File: src/rtl/kst_pkg.sv
// shared types, constants and helpers for the keyed session table
package kst_pkg;

   localparam int TABLE_SLOTS = 16;
   localparam int SLOT_W      = (TABLE_SLOTS > 1) ? $clog2(TABLE_SLOTS) : 1;

   localparam logic [15:0] EXPIRY_RESET = 16'd30;

   localparam logic [1:0] MODE_CREATE = 2'd0;
   localparam logic [1:0] MODE_FIND   = 2'd1;
   localparam logic [1:0] MODE_REMOVE = 2'd2;

   localparam logic [1:0] STATUS_CREATED   = 2'd0;
   localparam logic [1:0] STATUS_FOUND     = 2'd1;
   localparam logic [1:0] STATUS_NOT_FOUND = 2'd2;
   localparam logic [1:0] STATUS_REMOVED   = 2'd3;

   typedef struct packed {
      logic [31:0] key;
      logic [31:0] created;
      logic [7:0]  cipher;
      logic [7:0]  key_index;
      logic [31:0] handle;
      logic [7:0]  xor_kind;
      logic [7:0]  client;
   } entry_type;

   typedef enum logic [2:0] {
      ST_IDLE,
      ST_READ,
      ST_EVAL,
      ST_COMMIT,
      ST_DONE
   } ctrl_state_type;

   typedef struct packed {
      logic start;
      logic read;
      logic eval;
      logic commit;
      logic load;
   } ctrl_cmd_type;

   typedef struct packed {
      logic is_create;
      logic is_remove;
      logic match;
      logic last;
      logic out_busy;
   } ctrl_stat_type;

   // low four bits of a slot number, zero extended for small tables
   function automatic logic [3:0] slot_to_index(input logic [SLOT_W-1:0] slot);
      logic [SLOT_W+3:0] ext;
      ext = {4'b0000, slot};
      return ext[3:0];
   endfunction

endpackage

File: src/rtl/kst_ctrl.sv
// sequencer that walks the slot table for one request
module kst_ctrl (
   input  logic                  clock,
   input  logic                  reset,
   input  logic                  req_valid,
   output logic                  req_ready,
   input  kst_pkg::ctrl_stat_type stat,
   output kst_pkg::ctrl_cmd_type  cmd
);

   kst_pkg::ctrl_state_type state_ff;
   kst_pkg::ctrl_state_type state_in;

   always_ff @(posedge clock) begin
      if (reset) begin
         state_ff <= kst_pkg::ST_IDLE;
      end else begin
         state_ff <= state_in;
      end
   end

   always_comb begin
      state_in = state_ff;
      case (state_ff)
         kst_pkg::ST_IDLE: begin
            if (req_valid) begin
               state_in = kst_pkg::ST_READ;
            end
         end
         kst_pkg::ST_READ: begin
            state_in = kst_pkg::ST_EVAL;
         end
         kst_pkg::ST_EVAL: begin
            if (stat.match) begin
               state_in = stat.is_remove ? kst_pkg::ST_COMMIT : kst_pkg::ST_DONE;
            end else if (stat.last) begin
               state_in = stat.is_create ? kst_pkg::ST_COMMIT : kst_pkg::ST_DONE;
            end else begin
               state_in = kst_pkg::ST_READ;
            end
         end
         kst_pkg::ST_COMMIT: begin
            state_in = kst_pkg::ST_DONE;
         end
         kst_pkg::ST_DONE: begin
            if (!stat.out_busy) begin
               state_in = kst_pkg::ST_IDLE;
            end
         end
         default: begin
            state_in = kst_pkg::ST_IDLE;
         end
      endcase
   end

   always_comb begin
      req_ready  = 1'b0;
      cmd        = '0;
      case (state_ff)
         kst_pkg::ST_IDLE: begin
            req_ready = 1'b1;
            cmd.start = req_valid;
         end
         kst_pkg::ST_READ: begin
            cmd.read = 1'b1;
         end
         kst_pkg::ST_EVAL: begin
            cmd.eval = 1'b1;
         end
         kst_pkg::ST_COMMIT: begin
            cmd.commit = 1'b1;
         end
         kst_pkg::ST_DONE: begin
            cmd.load = !stat.out_busy;
         end
         default: begin
            req_ready = 1'b0;
         end
      endcase
   end

endmodule

File: src/rtl/kst_path.sv
// slot storage, scan datapath and result register
module kst_path (
   input  logic                  clock,
   input  logic                  reset,
   input  logic [1:0]            req_mode,
   input  logic [31:0]           req_now_seconds,
   input  logic [31:0]           req_key_nonce,
   input  logic [7:0]            req_cipher_kind,
   input  logic [7:0]            req_key_table_index,
   input  logic [31:0]           req_table_handle,
   input  logic [7:0]            req_xor_variant,
   input  logic [7:0]            req_client_kind,
   input  logic                  csr_write_enable,
   input  logic [15:0]           csr_write_data,
   input  kst_pkg::ctrl_cmd_type  cmd,
   output kst_pkg::ctrl_stat_type stat,
   output logic                  rsp_valid,
   input  logic                  rsp_ready,
   output logic [1:0]            rsp_status,
   output logic [31:0]           rsp_result_nonce,
   output logic [3:0]            rsp_slot_index,
   output logic [7:0]            rsp_out_cipher_kind,
   output logic [7:0]            rsp_out_key_table_index,
   output logic [31:0]           rsp_out_table_handle,
   output logic [7:0]            rsp_out_xor_variant,
   output logic [7:0]            rsp_out_client_kind,
   output logic [31:0]           rsp_out_created_time
);

   logic [15:0]                     expiry_ff;
   logic [1:0]                      mode_ff;
   kst_pkg::entry_type              new_ff;
   logic [kst_pkg::SLOT_W-1:0]      idx_ff;
   logic [kst_pkg::SLOT_W-1:0]      target_ff;
   logic [kst_pkg::SLOT_W-1:0]      oldest_idx_ff;
   logic [31:0]                     oldest_time_ff;
   logic                            free_found_ff;
   logic                            hit_ff;
   logic [kst_pkg::TABLE_SLOTS-1:0] valid_ff;
   kst_pkg::entry_type              mem [kst_pkg::TABLE_SLOTS];
   kst_pkg::entry_type              rd_ff;
   logic                            rsp_valid_ff;
   logic [1:0]                      status_ff;
   logic [3:0]                      slot_ff;
   kst_pkg::entry_type              out_ff;

   logic                            is_create;
   logic                            is_find;
   logic                            is_remove;
   logic                            occupied;
   logic [31:0]                     age;
   logic                            expired;
   logic                            is_free;
   logic                            match;
   logic                            older;
   logic [kst_pkg::SLOT_W-1:0]      sel;
   logic [1:0]                      status_in;
   kst_pkg::entry_type              out_in;

   assign is_create = (mode_ff == kst_pkg::MODE_CREATE);
   assign is_find   = (mode_ff == kst_pkg::MODE_FIND);
   assign is_remove = (mode_ff == kst_pkg::MODE_REMOVE);

   assign occupied = valid_ff[idx_ff];
   assign age      = new_ff.created - rd_ff.created;
   assign expired  = is_create && occupied && (age > {16'd0, expiry_ff});
   assign is_free  = !occupied || expired;
   assign match    = (is_find || is_remove) && occupied && (new_ff.key != 32'd0)
                     && (rd_ff.key == new_ff.key);
   assign older    = (idx_ff == '0) || (rd_ff.created < oldest_time_ff);
   assign sel      = free_found_ff ? target_ff : oldest_idx_ff;

   assign stat.is_create = is_create;
   assign stat.is_remove = is_remove;
   assign stat.match     = match;
   assign stat.last      = (idx_ff == kst_pkg::SLOT_W'(kst_pkg::TABLE_SLOTS - 1));
   assign stat.out_busy  = rsp_valid_ff && !rsp_ready;

   always_ff @(posedge clock) begin
      if (reset) begin
         expiry_ff <= kst_pkg::EXPIRY_RESET;
      end else if (csr_write_enable) begin
         expiry_ff <= csr_write_data;
      end
   end

   // request capture
   always_ff @(posedge clock) begin
      if (cmd.start) begin
         mode_ff          <= req_mode;
         new_ff.key       <= req_key_nonce;
         new_ff.created   <= req_now_seconds;
         new_ff.cipher    <= req_cipher_kind;
         new_ff.key_index <= req_key_table_index;
         new_ff.handle    <= req_table_handle;
         new_ff.xor_kind  <= req_xor_variant;
         new_ff.client    <= req_client_kind;
      end
   end

   // scan bookkeeping
   always_ff @(posedge clock) begin
      if (reset) begin
         idx_ff        <= '0;
         free_found_ff <= 1'b0;
         hit_ff        <= 1'b0;
      end else if (cmd.start) begin
         idx_ff        <= '0;
         free_found_ff <= 1'b0;
         hit_ff        <= 1'b0;
      end else if (cmd.eval) begin
         idx_ff <= idx_ff + 1'b1;
         if (is_create && is_free && !free_found_ff) begin
            free_found_ff <= 1'b1;
         end
         if (match) begin
            hit_ff <= 1'b1;
         end
      end
   end

   always_ff @(posedge clock) begin
      if (cmd.eval) begin
         if ((is_create && is_free && !free_found_ff) || match) begin
            target_ff <= idx_ff;
         end
         if (is_create && occupied && !expired && older) begin
            oldest_idx_ff  <= idx_ff;
            oldest_time_ff <= rd_ff.created;
         end
      end else if (cmd.commit && is_create) begin
         target_ff <= sel;
      end
   end

   // occupancy; an entry without its bit set counts as empty
   always_ff @(posedge clock) begin
      if (reset) begin
         valid_ff <= '0;
      end else if (cmd.eval && expired) begin
         valid_ff[idx_ff] <= 1'b0;
      end else if (cmd.commit && is_create) begin
         valid_ff[sel] <= 1'b1;
      end else if (cmd.commit && is_remove) begin
         valid_ff[target_ff] <= 1'b0;
      end
   end

   always_ff @(posedge clock) begin
      if (cmd.commit && is_create) begin
         mem[sel] <= '{key:       (new_ff.key == 32'd0) ? 32'd1 : new_ff.key,
                       created:   new_ff.created,
                       cipher:    new_ff.cipher,
                       key_index: new_ff.key_index,
                       handle:    new_ff.handle,
                       xor_kind:  new_ff.xor_kind,
                       client:    new_ff.client};
      end
      if (cmd.read) begin
         rd_ff <= mem[idx_ff];
      end
   end

   always_comb begin
      status_in = kst_pkg::STATUS_NOT_FOUND;
      out_in    = '0;
      if (is_create) begin
         status_in  = kst_pkg::STATUS_CREATED;
         out_in     = new_ff;
         out_in.key = (new_ff.key == 32'd0) ? 32'd1 : new_ff.key;
      end else if (hit_ff && is_find) begin
         status_in = kst_pkg::STATUS_FOUND;
         out_in    = rd_ff;
      end else if (hit_ff && is_remove) begin
         status_in  = kst_pkg::STATUS_REMOVED;
         out_in.key = rd_ff.key;
      end
   end

   always_ff @(posedge clock) begin
      if (reset) begin
         rsp_valid_ff <= 1'b0;
      end else if (cmd.load) begin
         rsp_valid_ff <= 1'b1;
      end else if (rsp_ready) begin
         rsp_valid_ff <= 1'b0;
      end
   end

   always_ff @(posedge clock) begin
      if (cmd.load) begin
         status_ff <= status_in;
         out_ff    <= out_in;
         slot_ff   <= (status_in == kst_pkg::STATUS_NOT_FOUND) ? 4'd0
                      : kst_pkg::slot_to_index(target_ff);
      end
   end

   assign rsp_valid               = rsp_valid_ff;
   assign rsp_status              = status_ff;
   assign rsp_result_nonce        = out_ff.key;
   assign rsp_slot_index          = slot_ff;
   assign rsp_out_cipher_kind     = out_ff.cipher;
   assign rsp_out_key_table_index = out_ff.key_index;
   assign rsp_out_table_handle    = out_ff.handle;
   assign rsp_out_xor_variant     = out_ff.xor_kind;
   assign rsp_out_client_kind     = out_ff.client;
   assign rsp_out_created_time    = out_ff.created;

endmodule

File: src/rtl/keyed_session_table_with_aging.sv
// top level of the keyed session table with aging
// scan: a read state then an evaluate state per slot, over the whole table for create and
//   misses, then a commit state for create and a removal hit, and a load state for the result
// throughput: one request at a time, the next accepted the cycle after the result
//   is loaded; the single read port of the slot memory sets the read and evaluate step
// reset: synchronous; all slots empty, expiry register back to 30 seconds
module keyed_session_table_with_aging (
   input  logic        clock,
   input  logic        reset,
   input  logic        req_valid,
   output logic        req_ready,
   input  logic [1:0]  req_mode,
   input  logic [31:0] req_now_seconds,
   input  logic [31:0] req_key_nonce,
   input  logic [7:0]  req_cipher_kind,
   input  logic [7:0]  req_key_table_index,
   input  logic [31:0] req_table_handle,
   input  logic [7:0]  req_xor_variant,
   input  logic [7:0]  req_client_kind,
   output logic        rsp_valid,
   input  logic        rsp_ready,
   output logic [1:0]  rsp_status,
   output logic [31:0] rsp_result_nonce,
   output logic [3:0]  rsp_slot_index,
   output logic [7:0]  rsp_out_cipher_kind,
   output logic [7:0]  rsp_out_key_table_index,
   output logic [31:0] rsp_out_table_handle,
   output logic [7:0]  rsp_out_xor_variant,
   output logic [7:0]  rsp_out_client_kind,
   output logic [31:0] rsp_out_created_time,
   input  logic        csr_write_enable,
   input  logic [15:0] csr_write_data
);

   kst_pkg::ctrl_cmd_type  cmd;
   kst_pkg::ctrl_stat_type stat;

   kst_ctrl u_ctrl (
      .clock     (clock),
      .reset     (reset),
      .req_valid (req_valid),
      .req_ready (req_ready),
      .stat      (stat),
      .cmd       (cmd)
   );

   kst_path u_path (
      .clock                   (clock),
      .reset                   (reset),
      .req_mode                (req_mode),
      .req_now_seconds         (req_now_seconds),
      .req_key_nonce           (req_key_nonce),
      .req_cipher_kind         (req_cipher_kind),
      .req_key_table_index     (req_key_table_index),
      .req_table_handle        (req_table_handle),
      .req_xor_variant         (req_xor_variant),
      .req_client_kind         (req_client_kind),
      .csr_write_enable        (csr_write_enable),
      .csr_write_data          (csr_write_data),
      .cmd                     (cmd),
      .stat                    (stat),
      .rsp_valid               (rsp_valid),
      .rsp_ready               (rsp_ready),
      .rsp_status              (rsp_status),
      .rsp_result_nonce        (rsp_result_nonce),
      .rsp_slot_index          (rsp_slot_index),
      .rsp_out_cipher_kind     (rsp_out_cipher_kind),
      .rsp_out_key_table_index (rsp_out_key_table_index),
      .rsp_out_table_handle    (rsp_out_table_handle),
      .rsp_out_xor_variant     (rsp_out_xor_variant),
      .rsp_out_client_kind     (rsp_out_client_kind),
      .rsp_out_created_time    (rsp_out_created_time)
   );

endmodule

File: config.mk
export PLATFORM = sky130hd
export DESIGN_NAME = keyed_session_table_with_aging
export DESIGN_NICKNAME = d
export VERILOG_FILES = /design/src/rtl/kst_pkg.sv /design/src/rtl/kst_ctrl.sv /design/src/rtl/kst_path.sv /design/src/rtl/keyed_session_table_with_aging.sv
export SDC_FILE = /design/constraint.sdc
export NUM_CORES = 2
export LEC_CHECK = 0
export ABC_CLOCK_PERIOD_IN_PS = 21100
export CAP_MARGIN = 15
export CORE_MARGIN = 3
export CORE_UTILIZATION = 30
export DETAILED_ROUTE_END_ITERATION = 6
export DONT_BUFFER_PORTS = 1
export PLACE_DENSITY = 0.49
export SYNTH_ARGS = -nofsm -noshare
export SYNTH_HDL_FRONTEND = slang
export SYNTH_HIERARCHICAL = 1
export SYNTH_SLANG_ARGS = --single-unit
File: constraint.sdc
create_clock -name clock -period 21.1 [get_ports clock]
set_input_delay 0 -clock clock [delete_from_list [all_inputs] [get_ports clock]]
set_output_delay 0 -clock clock [all_outputs]
set_load 0.05 [all_outputs]
==> summary.md <==
| Metric | Value |
|---|---|
| Initial antenna violation count | `9` |
| DR top layer | `met5` |
| CP Cell Sequence | `inv_1, ha_1, fa_1, nand2b_1, a21oi_1, o21ai_1, a211oi_1, nor2_1, xnor2_1, ha_1, nand4_1, nor3_1, nand2b_1, a22oi_1, o2111ai_1, a211oi_1, and4_1, and3_1, o211a_2, buf_4` |
| Max-cap viol count | `0` |
| Largest net degree at the start of global routing | `between 100 and 150` |
| Seq/Total Area, Yosys | `77.6%` |
| Worst Skew | `0.0817 ns` |
| Initial Util | `about 30%` |
| Met3 WL | `11500 um` |
| Syn Inst Count | `between 4k and 5k` |
| Leakage | `around 0.035 uW` |
| Htree depth | `5` |
| Area growth from synthesis to layout | `18.5%` |
| Clk_lat worst skew | `~0.91 ns` |
| Core area | `roughly 320000 sq um` |
| Crit Path Max Fanout | `20` |
| Hold Violations, Final | `0` |
| Slew @ Worst Pin | `approximately 1.2 ns` |
| Yosys reg bits | `~2.5k` |
| Vias | `between 40k and 50k` |
| CTS Root Buffer Type | `clkbuf_16` |
| Grt total ovfl | `0` |
| I/O pin count | `between 200 and 300` |
| Syn Area/Cell | `approximately 23 sq um` |
| Final Critical Period | `between 6 and 7 ns` |
| Count of final setup violators | `0` |
| Clock slew at reported path FFs | `approximately 0.060 ns` |
| Synth Warn # | `6` |
| DRT Pass-1 Iters | `6` |
| Fin area | `115000 sq um` |
| Worst Path Class, Setup | `flop to flop` |
| Area post-placement | `103000 sq um` |
| Synth Flop Type | `edfxtp_1` |
| Data required, critical path | `between 20 and 25 ns` |
| CP Data Arrival Time | `between 7 and 8 ns` |
| Vias in the first global route | `between 40k and 50k` |
| CTS sink cnt | `roughly 2.5k` |
| Met1 WL | `around 120000 um` |
| Fin Setup TNS | `0 ns` |
| CP peak stage delay | `0.84 ns` |
| Placed cell count | `between 8k and 9k` |
| Routability congestion estimate | `between 0.7 and 0.8` |
| Slowest-stage cell, CP | `and3_1` |
| Vias per cell | `a little under 5` |
| CP Capture Type | `flop` |
| Final net count | `around 5.0k` |
| First-pass GRT wire length | `372000 um` |
| Final Max Tran Viols | `0` |
| Mapped Area | `slightly below 100000 sq um` |
| Status | `finished, final reports clean` |
| CTS Buf Count | `roughly 290` |
| Distinct cell type count of the synthesized netlist | `76` |
| Die Area | `330000 sq um` |
| Period utilisation layout | `32.2%` |
| Remaining DRCs | `0` |
| DRT iter0 DRCs | `~4k` |
| Setup Buffers After CTS | `0` |
| FMAX | `147 MHz` |
| Unrepaired setup endpoints after global routing | `no` |
| Mapped Nets | `~4.5k` |
| Antenna-violating nets left | `0` |
| Share of layout cells above drive strength 1 | `24.1%` |
| Final WL | `~260000 um` |
| Post-route insts no fill | `a little over 9k` |
| Cell Pwr Density | `95.0 nW/um^2` |
| Worst Hold Class | `input port to flop` |
| Startpoint types | `flop` |
| DP Wirelength | `between 100000 and 150000 um` |
| Clock Tree Buf Depth | `4` |
| Wirelength per Cell | `between 20 and 30 um` |
| Global-route usage over all layers | `between 10% and 20%` |
| FFs w/ async S/R, synth | `0%` |
| Fillers | `29.6k` |
| Worst rel slew slack | `19.1%` |
| I/O Buffers | `0` |
| Number of synthesized flops with an enable pin | `approximately 2.5k` |
| Die Y | `~570 um` |
| Peak supply drop | `around 0.064 mV` |
| # rows | `roughly 210` |
| Met2 wire length | `between 100000 and 150000 um` |
| TritonCTS clock tree | `built` |
| DIE WIDTH | `between 500 and 600 um` |
-- area by class of cell --
type                            count  area, sq um  area share (%)
Antenna cell                        5         12.5          0.0109
Clock buffer                      349         7530            6.55
Clock inverter                    161         1690            1.47
Inverter                          101          402           0.349
Multi-Input combinational cell   1443        20500            17.9
Sequential cell                  2522        75300            65.5
Tap cell                         4305         5390            4.69
Timing Repair Buffer              415         4060            3.53
-- layout by cell type (no fill, tap or decap), types with 13 or more instances in the layout --
| cell type | count |
|---|---|
| a21o_1 | 23 |
| a21oi_1 | 61 |
| a22o_1 | 129 |
| buf_12 | 13 |
| buf_4 | 89 |
| bufinv_16 | 23 |
| clkbuf_1 | 53 |
| clkbuf_16 | 289 |
| clkinv_1 | 50 |
| clkinv_2 | 46 |
| clkinvlp_4 | 13 |
| dfxtp_1 | 38 |
| dlygate4sd3_1 | 312 |
| edfxtp_1 | 2480 |
| ha_1 | 84 |
| inv_1 | 98 |
| mux2i_1 | 16 |
| mux4_2 | 645 |
| nand2_1 | 75 |
| nand3_1 | 22 |
| nand4_1 | 20 |
| nor2_1 | 46 |
| nor2_4 | 14 |
| nor2b_1 | 19 |
| nor4_1 | 15 |
| o21ai_0 | 30 |
| o22ai_1 | 13 |
| o31ai_1 | 14 |
| xnor2_1 | 26 |
| xor2_1 | 28 |
-- worst max-delay path, delay by kind of cell (launching register included) --
kind,cells,cell delay [ns]
xor gates and xnor gates,1,0.16
AOI/OAI and AO/OA,7,2.21
adders and majority gates,3,0.97
buffers and inverters,2,0.50
and+or+nand+nor,7,1.88
DFF,1,0.70
-- through the flow --
step / hold slack [ns] / utilization (%) / total power (uW) / setup slack, ns
floorplan: 0.0961 / - / 5950 / 5.71
global placement: 0.0779 / 31.9 / 6080 / 14.45
detailed placement: 0.0781 / 31.9 / 6090 / 14.44
CTS: 0.00223 / 35.8 / 11100 / 14.37
global route: 0.0595 / 35.8 / 11300 / 13.82
finish: 0.101 / 35.8 / 10900 / 14.31
-- worst paths after layout --
path / slack (ns) / startpoint / cells past startpoint / endpoint
worst min register to register: 0.49 / u_path/rd_ff[64] / 0 / u_path/oldest_time_ff[0]
worst max-delay path: 14.31 / u_path/new_ff[64] / 20 / u_path/oldest_time_ff[11]
worst max register to register: 14.31 / u_path/new_ff[64] / 20 / u_path/oldest_time_ff[11]
worst min-delay path: 0.10 / reset / 3 / u_path/expiry_ff[15]
-- repair_timing --
item                       4_1_cts  5_1_grt
resized for setup                0        0
setup endpoints to repair        0        0
hold endpoints to repair       248        0
hold buffers                   313        0
-- synth_stat cells, drive strengths merged, types with 23 or more instances --
cell type,instances,area share [%]
nor2,60,0.23
o21ai,32,0.17
ha,85,1.1
edfxtp,2480,77
mux4,645,15
clkbuf,190,0.74
inv,101,0.39
a22o,129,1.2
nand2,75,0.29
xor2,28,0.25
a21oi,64,0.35
xnor2,26,0.23
buf,46,0.23
a21o,23,0.18
dfxtp,42,0.87
-- report_power, final --
part / internal [uW] / switching (uW)
Combinational: 156 / 195
Sequential: 5570 / 108
Clock: 2850 / 2050
-- registers in the layout (all words and copies together) (netlist names), 8 cells and up --
name                            cells
u_path/valid_ff                    16
u_path/expiry_ff                   16
u_path/rd_ff                      128
u_path/rsp_out_key_table_index      8
u_path/rsp_result_nonce            32
u_path/rsp_out_client_kind          8
u_path/mem                       2048
u_path/rsp_out_table_handle        32
u_path/rsp_out_cipher_kind          8
u_path/rsp_out_xor_variant          8
u_path/rsp_out_created_time        32
u_path/new_ff                     128
u_path/oldest_time_ff              32
-- cells by family (layout without fill, tap and decap cells) --
group | count (synthesis) | in the layout | synth area share [%]
fa+ha+maj | 86 | 86 | 1.12
compound gates | 362 | 362 | 2.82
buf+inv | 337 | 1026 | 1.35
xor+xnor | 54 | 54 | 0.488
flops | 2522 | 2522 | 77.6
simple gates | 280 | 280 | 1.46
other cells | 0 | 5 | 0
mux | 661 | 661 | 15.1
-- layer usage --
metal / vias up / global-route usage [%]
met1: 25424 / 21.5
met2: 1290 / 25.9
met4: 4 / 3.57
li1: 19167 / -
met3: 346 / 2.22
met5: - / 0
No activity file was read; power rests on OpenSTA's default activity.
